`config.mk`:
```
export PLATFORM = sky130hd
export DESIGN_NAME = cell_limit_persistence_monitor
export DESIGN_NICKNAME = d
export VERILOG_FILES = /design/src/clpm_pkg.sv /design/src/clpm_ram.sv /design/src/cell_limit_persistence_monitor.sv
export SDC_FILE = /design/constraint.sdc
export NUM_CORES = 2
export LEC_CHECK = 0
export BUFFER_PORTS_ARGS = -buffer_cell sky130_fd_sc_hd__buf_2
export CAP_MARGIN = 20
export CORE_ASPECT_RATIO = 2
export CORE_UTILIZATION = 30
export DETAILED_ROUTE_END_ITERATION = 8
export PLACE_DENSITY = 0.48
export SLEW_MARGIN = 30
export SYNTH_ARGS = -nofsm -noshare
export SYNTH_HDL_FRONTEND = slang
export SYNTH_SLANG_ARGS = --single-unit
```
`constraint.sdc`:
```
create_clock -name i_clk -period 10.4 [get_ports i_clk]
set_clock_uncertainty 0.2 [all_clocks]
set_input_delay 1.56 -clock i_clk [delete_from_list [all_inputs] [get_ports i_clk]]
set_output_delay 1.56 -clock i_clk [all_outputs]
set_load 0.02 [all_outputs]
```
`src/clpm_pkg.sv`:
```
// Shared types and constants for the cell limit persistence monitor.
package clpm_pkg;

    localparam int DEF_MODULES = 8;
    localparam int DEF_CELLS   = 6;
    localparam int DEF_SENSORS = 4;

    localparam int CNT_W   = 10;
    localparam int VSUM_W  = 20;
    localparam int TSUM_W  = 32;
    localparam int SMP_W   = 17;
    localparam int CFG_IDX_W  = 3;
    localparam int CFG_DATA_W = 16;

    localparam logic [CNT_W-1:0] CNT_MAX = 10'd1023;
    localparam logic [3:0]       ROUND_LAST_IDX = 4'd9;

    localparam logic [15:0]      VOLT_UNDER_RST = 16'd31000;
    localparam logic [15:0]      VOLT_OVER_RST  = 16'd41000;
    localparam logic signed [7:0] TEMP_UNDER_RST = 8'sd10;
    localparam logic signed [7:0] TEMP_OVER_RST  = 8'sd55;
    localparam logic [CNT_W-1:0] PERSIST_RST    = 10'd10;

    // Reciprocal of ten, exact for any dividend below 2**34.
    localparam logic [TSUM_W-1:0] DIV_MUL   = 32'd3435973837;
    localparam int                DIV_SHIFT = 35;

    localparam int FIFO_DEPTH = 8;

    typedef enum logic [CFG_IDX_W-1:0] {
        CFG_VOLT_UNDER = 3'd0,
        CFG_VOLT_OVER  = 3'd1,
        CFG_TEMP_UNDER = 3'd2,
        CFG_TEMP_OVER  = 3'd3,
        CFG_PERSIST    = 3'd4
    } t_cfg_idx;

    typedef struct packed {
        logic             fault;
        logic             avalid;
        logic [SMP_W-1:0] value;
    } t_result;

endpackage

```
`src/clpm_ram.sv`:
```
// Generic single-write, single-read synchronous RAM with registered read data.
module clpm_ram #(
    parameter int WIDTH = 8,
    parameter int DEPTH = 16,
    parameter int AW    = (DEPTH > 1) ? $clog2(DEPTH) : 1
) (
    input  logic             i_clk,
    input  logic             i_we,
    input  logic [AW-1:0]    i_waddr,
    input  logic [WIDTH-1:0] i_wdata,
    input  logic [AW-1:0]    i_raddr,
    output logic [WIDTH-1:0] o_rdata
);

    logic [WIDTH-1:0] r_mem [DEPTH];
    logic [WIDTH-1:0] r_rdata;

    always_ff @(posedge i_clk) begin
        if (i_we) begin
            r_mem[i_waddr] <= i_wdata;
        end
        r_rdata <= r_mem[i_raddr];
    end

    assign o_rdata = r_rdata;

endmodule

```
`src/cell_limit_persistence_monitor.sv`:
```
// Top level of the cell limit persistence monitor.
// Accepted transactions pass stages 1 to 4 into an eight-entry result queue.
// Throughput: one transaction per cycle while credit for a queue entry remains.
// Channel state is read, updated and written back through two RAMs with registered reads.
// Reset clears the state through per-entry valid flops, so no clearing pass runs.
// Reset also returns the limits and persistence count to their default values.
module cell_limit_persistence_monitor
    import clpm_pkg::*;
#(
    parameter int MODULES            = DEF_MODULES,
    parameter int CELLS_PER_MODULE   = DEF_CELLS,
    parameter int SENSORS_PER_MODULE = DEF_SENSORS
) (
    input  logic                  i_clk,
    input  logic                  i_rst_n,
    input  logic                  i_in_valid,
    output logic                  o_in_ready,
    input  logic [2:0]            i_module_req,
    input  logic [2:0]            i_position,
    input  logic                  i_is_temperature,
    input  logic signed [SMP_W-1:0] i_sample_value,
    input  logic                  i_round_last,
    output logic                  o_out_valid,
    input  logic                  i_out_ready,
    output logic                  o_fault,
    output logic                  o_average_valid,
    output logic signed [SMP_W-1:0] o_average_value,
    input  logic                  i_cfg_valid,
    output logic                  o_cfg_ready,
    input  logic [CFG_IDX_W-1:0]  i_cfg_index,
    input  logic [CFG_DATA_W-1:0] i_cfg_data
);

    localparam int V_CH = MODULES * CELLS_PER_MODULE;
    localparam int T_CH = MODULES * SENSORS_PER_MODULE;
    localparam int VAW  = (V_CH > 1) ? $clog2(V_CH) : 1;
    localparam int TAW  = (T_CH > 1) ? $clog2(T_CH) : 1;
    localparam int CAW  = (VAW > TAW) ? VAW : TAW;
    localparam int VW   = CNT_W + VSUM_W;
    localparam int TW   = CNT_W + TSUM_W;
    localparam int FPW  = $clog2(FIFO_DEPTH);
    localparam int FCW  = $clog2(FIFO_DEPTH + 1);

    // Configuration registers.
    logic [15:0]        r_volt_under;
    logic [15:0]        r_volt_over;
    logic signed [7:0]  r_temp_under;
    logic signed [7:0]  r_temp_over;
    logic [CNT_W-1:0]   r_persist;

    logic               in_accept;
    logic               out_pop;
    logic [3:0]         r_round;
    logic               tenth;

    // Stage 0 address generation.
    logic               mod_ok;
    logic               in_range;
    logic [VAW-1:0]     volt_addr;
    logic [TAW-1:0]     temp_addr;

    // Stage 1 registers and read-modify-write logic.
    logic                 r_s1_valid;
    logic                 r_s1_temp;
    logic                 r_s1_in_range;
    logic                 r_s1_tenth;
    logic [CAW-1:0]       r_s1_addr;
    logic signed [SMP_W-1:0] r_s1_sample;

    logic [V_CH-1:0]      r_vvld;
    logic [T_CH-1:0]      r_tvld;
    logic [VW-1:0]        volt_rdata;
    logic [TW-1:0]        temp_rdata;
    logic [VW-1:0]        volt_wdata;
    logic [TW-1:0]        temp_wdata;
    logic                 volt_we;
    logic                 temp_we;

    logic                 r_fwd_valid;
    logic                 r_fwd_temp;
    logic [CAW-1:0]       r_fwd_addr;
    logic [CNT_W-1:0]     r_fwd_cnt;
    logic [TSUM_W-1:0]    r_fwd_sum;

    logic                 fwd_hit;
    logic                 entry_vld;
    logic [CNT_W-1:0]     old_cnt;
    logic [TSUM_W-1:0]    old_sum;
    logic [TSUM_W-1:0]    add_val;
    logic [TSUM_W-1:0]    sum_full;
    logic [TSUM_W-1:0]    new_sum;
    logic [TSUM_W-1:0]    stored_sum;
    logic                 outside;
    logic [CNT_W-1:0]     inc_cnt;
    logic [CNT_W-1:0]     lim;
    logic                 hit_fault;
    logic [CNT_W-1:0]     new_cnt;
    logic                 wr_en;

    // Division pipeline registers.
    logic                 r_s2_valid;
    logic                 r_s2_fault;
    logic                 r_s2_avalid;
    logic                 r_s2_temp;
    logic [TSUM_W-1:0]    r_s2_sum;
    logic                 s2_neg;

    logic                 r_s3_valid;
    logic                 r_s3_fault;
    logic                 r_s3_avalid;
    logic                 r_s3_neg;
    logic [TSUM_W-1:0]    r_s3_mag;
    logic [2*TSUM_W-1:0]  s3_prod;

    logic                 r_s4_valid;
    logic                 r_s4_fault;
    logic                 r_s4_avalid;
    logic                 r_s4_neg;
    logic [SMP_W-1:0]     r_s4_quot;
    t_result              s4_result;

    // Result queue and credit.
    t_result              r_fifo [FIFO_DEPTH];
    logic [FPW-1:0]       r_wptr;
    logic [FPW-1:0]       r_rptr;
    logic [FCW-1:0]       r_fifo_cnt;
    logic [FCW-1:0]       r_credit;
    t_result              head;

    assign o_cfg_ready = 1'b1;
    assign o_in_ready  = (r_credit < FCW'(FIFO_DEPTH));
    assign in_accept   = i_in_valid && o_in_ready;
    assign out_pop     = o_out_valid && i_out_ready;
    assign tenth       = (r_round == ROUND_LAST_IDX);

    always_ff @(posedge i_clk) begin
        if (!i_rst_n) begin
            r_volt_under <= VOLT_UNDER_RST;
            r_volt_over  <= VOLT_OVER_RST;
            r_temp_under <= TEMP_UNDER_RST;
            r_temp_over  <= TEMP_OVER_RST;
            r_persist    <= PERSIST_RST;
        end else if (i_cfg_valid && o_cfg_ready) begin
            unique case (i_cfg_index)
                CFG_VOLT_UNDER: r_volt_under <= i_cfg_data;
                CFG_VOLT_OVER:  r_volt_over  <= i_cfg_data;
                CFG_TEMP_UNDER: r_temp_under <= i_cfg_data[7:0];
                CFG_TEMP_OVER:  r_temp_over  <= i_cfg_data[7:0];
                CFG_PERSIST:    r_persist    <= i_cfg_data[CNT_W-1:0];
                default: ;
            endcase
        end
    end

    always_ff @(posedge i_clk) begin
        if (!i_rst_n) begin
            r_round <= '0;
        end else if (in_accept && i_round_last) begin
            r_round <= tenth ? 4'd0 : r_round + 4'd1;
        end
    end

    always_comb begin
        mod_ok    = (5'(i_module_req) < 5'(MODULES));
        in_range  = i_is_temperature ? (mod_ok && (5'(i_position) < 5'(SENSORS_PER_MODULE)))
                                     : (mod_ok && (5'(i_position) < 5'(CELLS_PER_MODULE)));
        volt_addr = VAW'(i_module_req) * VAW'(CELLS_PER_MODULE) + VAW'(i_position);
        temp_addr = TAW'(i_module_req) * TAW'(SENSORS_PER_MODULE) + TAW'(i_position);
    end

    always_ff @(posedge i_clk) begin
        if (!i_rst_n) begin
            r_s1_valid <= 1'b0;
        end else begin
            r_s1_valid <= in_accept;
        end
        r_s1_temp     <= i_is_temperature;
        r_s1_in_range <= in_range;
        r_s1_tenth    <= tenth;
        r_s1_addr     <= i_is_temperature ? CAW'(temp_addr) : CAW'(volt_addr);
        r_s1_sample   <= i_sample_value;
    end

    clpm_ram #(
        .WIDTH(VW),
        .DEPTH(V_CH)
    ) u_volt_ram (
        .i_clk  (i_clk),
        .i_we   (volt_we),
        .i_waddr(r_s1_addr[VAW-1:0]),
        .i_wdata(volt_wdata),
        .i_raddr(volt_addr),
        .o_rdata(volt_rdata)
    );

    clpm_ram #(
        .WIDTH(TW),
        .DEPTH(T_CH)
    ) u_temp_ram (
        .i_clk  (i_clk),
        .i_we   (temp_we),
        .i_waddr(r_s1_addr[TAW-1:0]),
        .i_wdata(temp_wdata),
        .i_raddr(temp_addr),
        .o_rdata(temp_rdata)
    );

    always_comb begin
        fwd_hit   = r_fwd_valid && (r_fwd_temp == r_s1_temp) && (r_fwd_addr == r_s1_addr);
        entry_vld = r_s1_temp ? r_tvld[r_s1_addr[TAW-1:0]] : r_vvld[r_s1_addr[VAW-1:0]];
        if (fwd_hit) begin
            old_cnt = r_fwd_cnt;
            old_sum = r_fwd_sum;
        end else if (!entry_vld) begin
            old_cnt = '0;
            old_sum = '0;
        end else if (r_s1_temp) begin
            old_cnt = temp_rdata[TW-1:TSUM_W];
            old_sum = temp_rdata[TSUM_W-1:0];
        end else begin
            old_cnt = volt_rdata[VW-1:VSUM_W];
            old_sum = TSUM_W'(volt_rdata[VSUM_W-1:0]);
        end

        if (r_s1_temp) begin
            outside = (r_s1_sample > SMP_W'(r_temp_over)) ||
                      (r_s1_sample < SMP_W'(r_temp_under));
            if (!r_s1_sample[SMP_W-1] && r_s1_sample[SMP_W-2]) begin
                add_val = TSUM_W'(16'sh7FFF);
            end else if (r_s1_sample[SMP_W-1] && !r_s1_sample[SMP_W-2]) begin
                add_val = {{(TSUM_W-16){1'b1}}, 16'h8000};
            end else begin
                add_val = TSUM_W'(r_s1_sample);
            end
        end else begin
            outside = (r_s1_sample > $signed({1'b0, r_volt_over})) ||
                      (r_s1_sample < $signed({1'b0, r_volt_under}));
            add_val = r_s1_sample[SMP_W-1] ? '0 : TSUM_W'(r_s1_sample[SMP_W-2:0]);
        end

        sum_full = old_sum + add_val;
        new_sum  = r_s1_temp ? sum_full : TSUM_W'(sum_full[VSUM_W-1:0]);
        stored_sum = r_s1_tenth ? '0 : new_sum;

        if (!outside) begin
            inc_cnt = '0;
        end else if (old_cnt != CNT_MAX) begin
            inc_cnt = old_cnt + CNT_W'(1);
        end else begin
            inc_cnt = old_cnt;
        end
        lim       = (r_persist == '0) ? CNT_W'(1) : r_persist;
        hit_fault = (inc_cnt >= lim);
        new_cnt   = hit_fault ? '0 : inc_cnt;

        wr_en      = r_s1_valid && r_s1_in_range;
        volt_we    = wr_en && !r_s1_temp;
        temp_we    = wr_en && r_s1_temp;
        volt_wdata = {new_cnt, stored_sum[VSUM_W-1:0]};
        temp_wdata = {new_cnt, stored_sum};
    end

    always_ff @(posedge i_clk) begin
        if (!i_rst_n) begin
            r_vvld      <= '0;
            r_tvld      <= '0;
            r_fwd_valid <= 1'b0;
        end else begin
            if (volt_we) begin
                r_vvld[r_s1_addr[VAW-1:0]] <= 1'b1;
            end
            if (temp_we) begin
                r_tvld[r_s1_addr[TAW-1:0]] <= 1'b1;
            end
            r_fwd_valid <= wr_en;
        end
        r_fwd_temp <= r_s1_temp;
        r_fwd_addr <= r_s1_addr;
        r_fwd_cnt  <= new_cnt;
        r_fwd_sum  <= stored_sum;
    end

    always_comb begin
        s2_neg  = r_s2_temp && r_s2_sum[TSUM_W-1];
        s3_prod = (2*TSUM_W)'(r_s3_mag) * (2*TSUM_W)'(DIV_MUL);
        s4_result.fault  = r_s4_fault;
        s4_result.avalid = r_s4_avalid;
        if (!r_s4_avalid) begin
            s4_result.value = '0;
        end else if (r_s4_neg) begin
            s4_result.value = -r_s4_quot;
        end else begin
            s4_result.value = r_s4_quot;
        end
    end

    always_ff @(posedge i_clk) begin
        if (!i_rst_n) begin
            r_s2_valid <= 1'b0;
            r_s3_valid <= 1'b0;
            r_s4_valid <= 1'b0;
        end else begin
            r_s2_valid <= r_s1_valid;
            r_s3_valid <= r_s2_valid;
            r_s4_valid <= r_s3_valid;
        end
        r_s2_fault  <= r_s1_in_range && hit_fault;
        r_s2_avalid <= r_s1_in_range && r_s1_tenth;
        r_s2_temp   <= r_s1_temp;
        r_s2_sum    <= new_sum;

        r_s3_fault  <= r_s2_fault;
        r_s3_avalid <= r_s2_avalid;
        r_s3_neg    <= s2_neg;
        r_s3_mag    <= s2_neg ? -r_s2_sum : r_s2_sum;

        r_s4_fault  <= r_s3_fault;
        r_s4_avalid <= r_s3_avalid;
        r_s4_neg    <= r_s3_neg;
        r_s4_quot   <= s3_prod[DIV_SHIFT+SMP_W-1:DIV_SHIFT];
    end

    always_ff @(posedge i_clk) begin
        if (r_s4_valid) begin
            r_fifo[r_wptr] <= s4_result;
        end
    end

    always_ff @(posedge i_clk) begin
        if (!i_rst_n) begin
            r_wptr     <= '0;
            r_rptr     <= '0;
            r_fifo_cnt <= '0;
            r_credit   <= '0;
        end else begin
            if (r_s4_valid) begin
                r_wptr <= r_wptr + FPW'(1);
            end
            if (out_pop) begin
                r_rptr <= r_rptr + FPW'(1);
            end
            r_fifo_cnt <= r_fifo_cnt + FCW'(r_s4_valid) - FCW'(out_pop);
            r_credit   <= r_credit + FCW'(in_accept) - FCW'(out_pop);
        end
    end

    assign head            = r_fifo[r_rptr];
    assign o_out_valid     = (r_fifo_cnt != '0);
    assign o_fault         = head.fault;
    assign o_average_valid = head.avalid;
    assign o_average_value = head.value;

`ifndef NO_ASSERTIONS
    a_credit_bound: assert property (@(posedge i_clk) disable iff (!i_rst_n)
        r_credit <= FCW'(FIFO_DEPTH))
        else $error("Credit count exceeds the result queue depth.");

    a_queue_within_credit: assert property (@(posedge i_clk) disable iff (!i_rst_n)
        r_fifo_cnt <= r_credit)
        else $error("Result queue holds more entries than outstanding transactions.");

    a_no_overflow: assert property (@(posedge i_clk) disable iff (!i_rst_n)
        r_s4_valid |-> (r_fifo_cnt < FCW'(FIFO_DEPTH)) || out_pop)
        else $error("Result pushed into a full queue.");

    a_fwd_follows_write: assert property (@(posedge i_clk) disable iff (!i_rst_n)
        wr_en |=> r_fwd_valid && (r_fwd_addr == $past(r_s1_addr)))
        else $error("Forwarding register missed a write-back.");
`endif

endmodule

```
==> impl_metrics.json <==
{
  "outcome": "finished clean",
  "first_pass_iters": 7,
  "gp_congestion": 0.961,
  "area_growth_pct": 14.3,
  "max_freq_mhz": 117,
  "ys_types": 86,
  "synth_top_area_share": 0.616,
  "routed_via_density": 4.96,
  "grt_use_met3": 0.0181,
  "synthTopCellsByArea": "edfxtp_1 62%, mux4_2 14%, dfxtp_1 5.6%",
  "postCtsSetupBuffers": 0,
  "hold_viol_final": 0,
  "ys_ff_latch": 3336,
  "syn_nets": 8387,
  "drtIter0Drc": 5535,
  "clock_sinks": 3336,
  "grt.busiest_layer": "met2",
  "holdCritPathClass": "register to register",
  "syn_avg_cell_area_um2": 18.9,
  "die_h_um": 979,
  "num_vias": 71670,
  "synth_edf_count": 2936,
  "ff2ff_path_depth": 24,
  "cp-start-kind": "register",
  "whs_path_depth": 0,
  "cp.arrival_ns": 9.17,
  "placedCellCount": 13855,
  "synthCells": 7580,
  "setup_viol": 0,
  "multi_input_area_um2": 44700,
  "grt_pass1_vias": 78451,
  "cp_max_fo": 7,
  "cts_tree": "yes",
  "met1_usage": 0.185,
  "grt_max_degree": 132,
  "holdBufCountCts": 0,
  "root_buffer": "clkbuf_16",
  "ant_nets": 0,
  "relSlewSlack": 0.287,
  "chipWidth_um": 491,
  "grt_pass1_wl_um": 626000,
  "cts_inserted_buffers": 303,
  "synth_area_um2": 143000,
  "grt_overflow": 0,
  "ys_top_cells_by_count": "2936 x edfxtp_1, 920 x mux4_2, 566 x inv_1",
  "yosys.area.top_type": "edfxtp_1",
  "worstMarginPinSlew_ns": 1.07,
  "clockBufferDepth": 4,
  "maxCapViolations": 0,
  "fp.dieArea_um2": 480000,
  "io_pins": 71,
  "drive_gt1_frac": 0.235,
  "slew_viol_final": 0,
  "start_util": 0.301,
  "num_rows": 358,
  "async_reset_ff_frac": 0,
  "track_usage": 0.187,
  "nets": 8672,
  "timing.final.crit_share": 0.822,
  "endpoint_kind": "register",
  "routedWlPerCell_um": 31.3,
  "dp_hpwl_um": 293000,
  "synth_top_flop_cell": "edfxtp_1",
  "clock_latency_ns": 0.95,
  "path_clk_slew_ns": 0.07,
  "ctsResizeCount": 0,
  "min_period_ns": 8.55,
  "drc": 0,
  "htree_levels": 5,
  "rsz0062_at_grt": "no",
  "wirelength_um": 453000,
  "path_class": "register to register",
  "ys_seq_area_frac": 0.671,
  "portBuffers": 69,
  "fp.coreArea_um2": 475000,
  "antenna_found_initial": 29,
  "n_fill_cell": 44682,
  "grt_util_met2": 0.371,
  "critical_path_required_ns": 11.02,
  "seqCellArea_um2": 96200,
  "synth_most_common_cell": "edfxtp_1",
  "ys.warnings.count": 0,
  "finalSetupTns_ns": 0,
  "finalNonFillerCells": 14459
}
layout by cell type (no fill, tap or decap), types with 25 or more instances in the layout:
cell type and instances:
bufinv_16 31, o21ai_0 94, diode_2 44, a21oi_1 117, ha_1 400, a21boi_0 45
mux4_2 920, xnor2_1 93, nor2b_1 29, fa_1 354, nor2_1 102, a21o_1 61
clkinv_2 51, mux2_2 71, buf_2 67, nand2b_1 25, nor2_4 90, clkinv_1 44
nand3_1 43, clkbuf_1 54, nor3_1 34, inv_1 569, mux2i_1 79, edfxtp_1 2936
and2_1 55, dfxtp_1 395, o211ai_1 26, nand2_1 272, xor2_1 85, o21a_1 96
clkbuf_16 311, buf_4 174
final timing paths:
check                     from             to  slack [ns]
setup reg to reg  r_s3_mag[16]  r_s4_quot[14]        1.85
hold / removal     r_s2_avalid    r_s3_avalid        0.13
hold reg to reg    r_s2_avalid    r_s3_avalid        0.13
setup / recovery  r_s3_mag[16]  r_s4_quot[14]        1.85
metrics by stage:
step | worst slack [ns] | instance area [um2] | util | hold WS, ns
after floorplan | 0.883 | 143000 | - | 0.110
final | 1.85 | 164000 | 0.344 | 0.125
after detailed placement | 1.86 | 153000 | 0.323 | 0.121
after global routing | 1.64 | 164000 | 0.344 | 0.133
after global placement | 1.84 | 153000 | 0.322 | 0.119
after CTS | 1.82 | 163000 | 0.344 | 0.122
routing by layer:
layer  share of wire  vias up
li1                -    30135
met1            0.33    39185
met3           0.031      702
met4           0.066        6
met2            0.57     1642
met5        0.000088        -
cell type report:
class	instances	area share
repair buffers	290	0.0157
inverters	566	0.0130
clock buffers	381	0.0501
flip-flops and latches	3336	0.588
diodes	44	0.000673
multi-input cells	3368	0.273
well taps	6300	0.0482
clock inverters	174	0.0113
kinds of logic (layout without fill, tap and decap cells):
group	after synthesis	in the layout	synth area share
buf+inv	876	1411	0.0234
fa+ha+maj	772	772	0.0858
compound gates	561	561	0.0266
mux	1073	1073	0.156
simple gates	779	779	0.0256
flops	3336	3336	0.671
other cells	1	45	0.0000262
xor+xnor	182	182	0.0111
flip-flops by register name, indices dropped and copies added, names as in the netlist, 32 cells and up, named ones only:
register / flops
r_fifo: 152
r_fwd_sum: 32
r_s2_sum: 32
r_s3_mag: 32
r_tvld: 32
r_vvld: 48
u_temp_ram.o_rdata: 42
u_temp_ram.r_mem: 1344
u_volt_ram.r_mem: 1440
worst max-delay path, cell delays in order (launching register included):
cell,delay [ns]
dfxtp_1,0.52
ha_1,0.45
ha_1,0.41
fa_1,0.50
inv_1,0.07
fa_1,0.56
inv_1,0.07
fa_1,0.50
inv_1,0.05
fa_1,0.52
inv_1,0.05
fa_1,0.47
inv_1,0.05
fa_1,0.47
inv_1,0.07
ha_1,0.29
nand4_1,0.11
a211oi_1,0.31
o2111ai_1,0.51
a2111o_1,0.75
and4b_1,0.36
or3b_2,0.53
a21boi_0,0.32
o21ai_0,0.12
a21oi_1,0.18
Power is not shown: default switching activity piles up to over one toggle a cycle in this logic, so the estimate is an artifact.
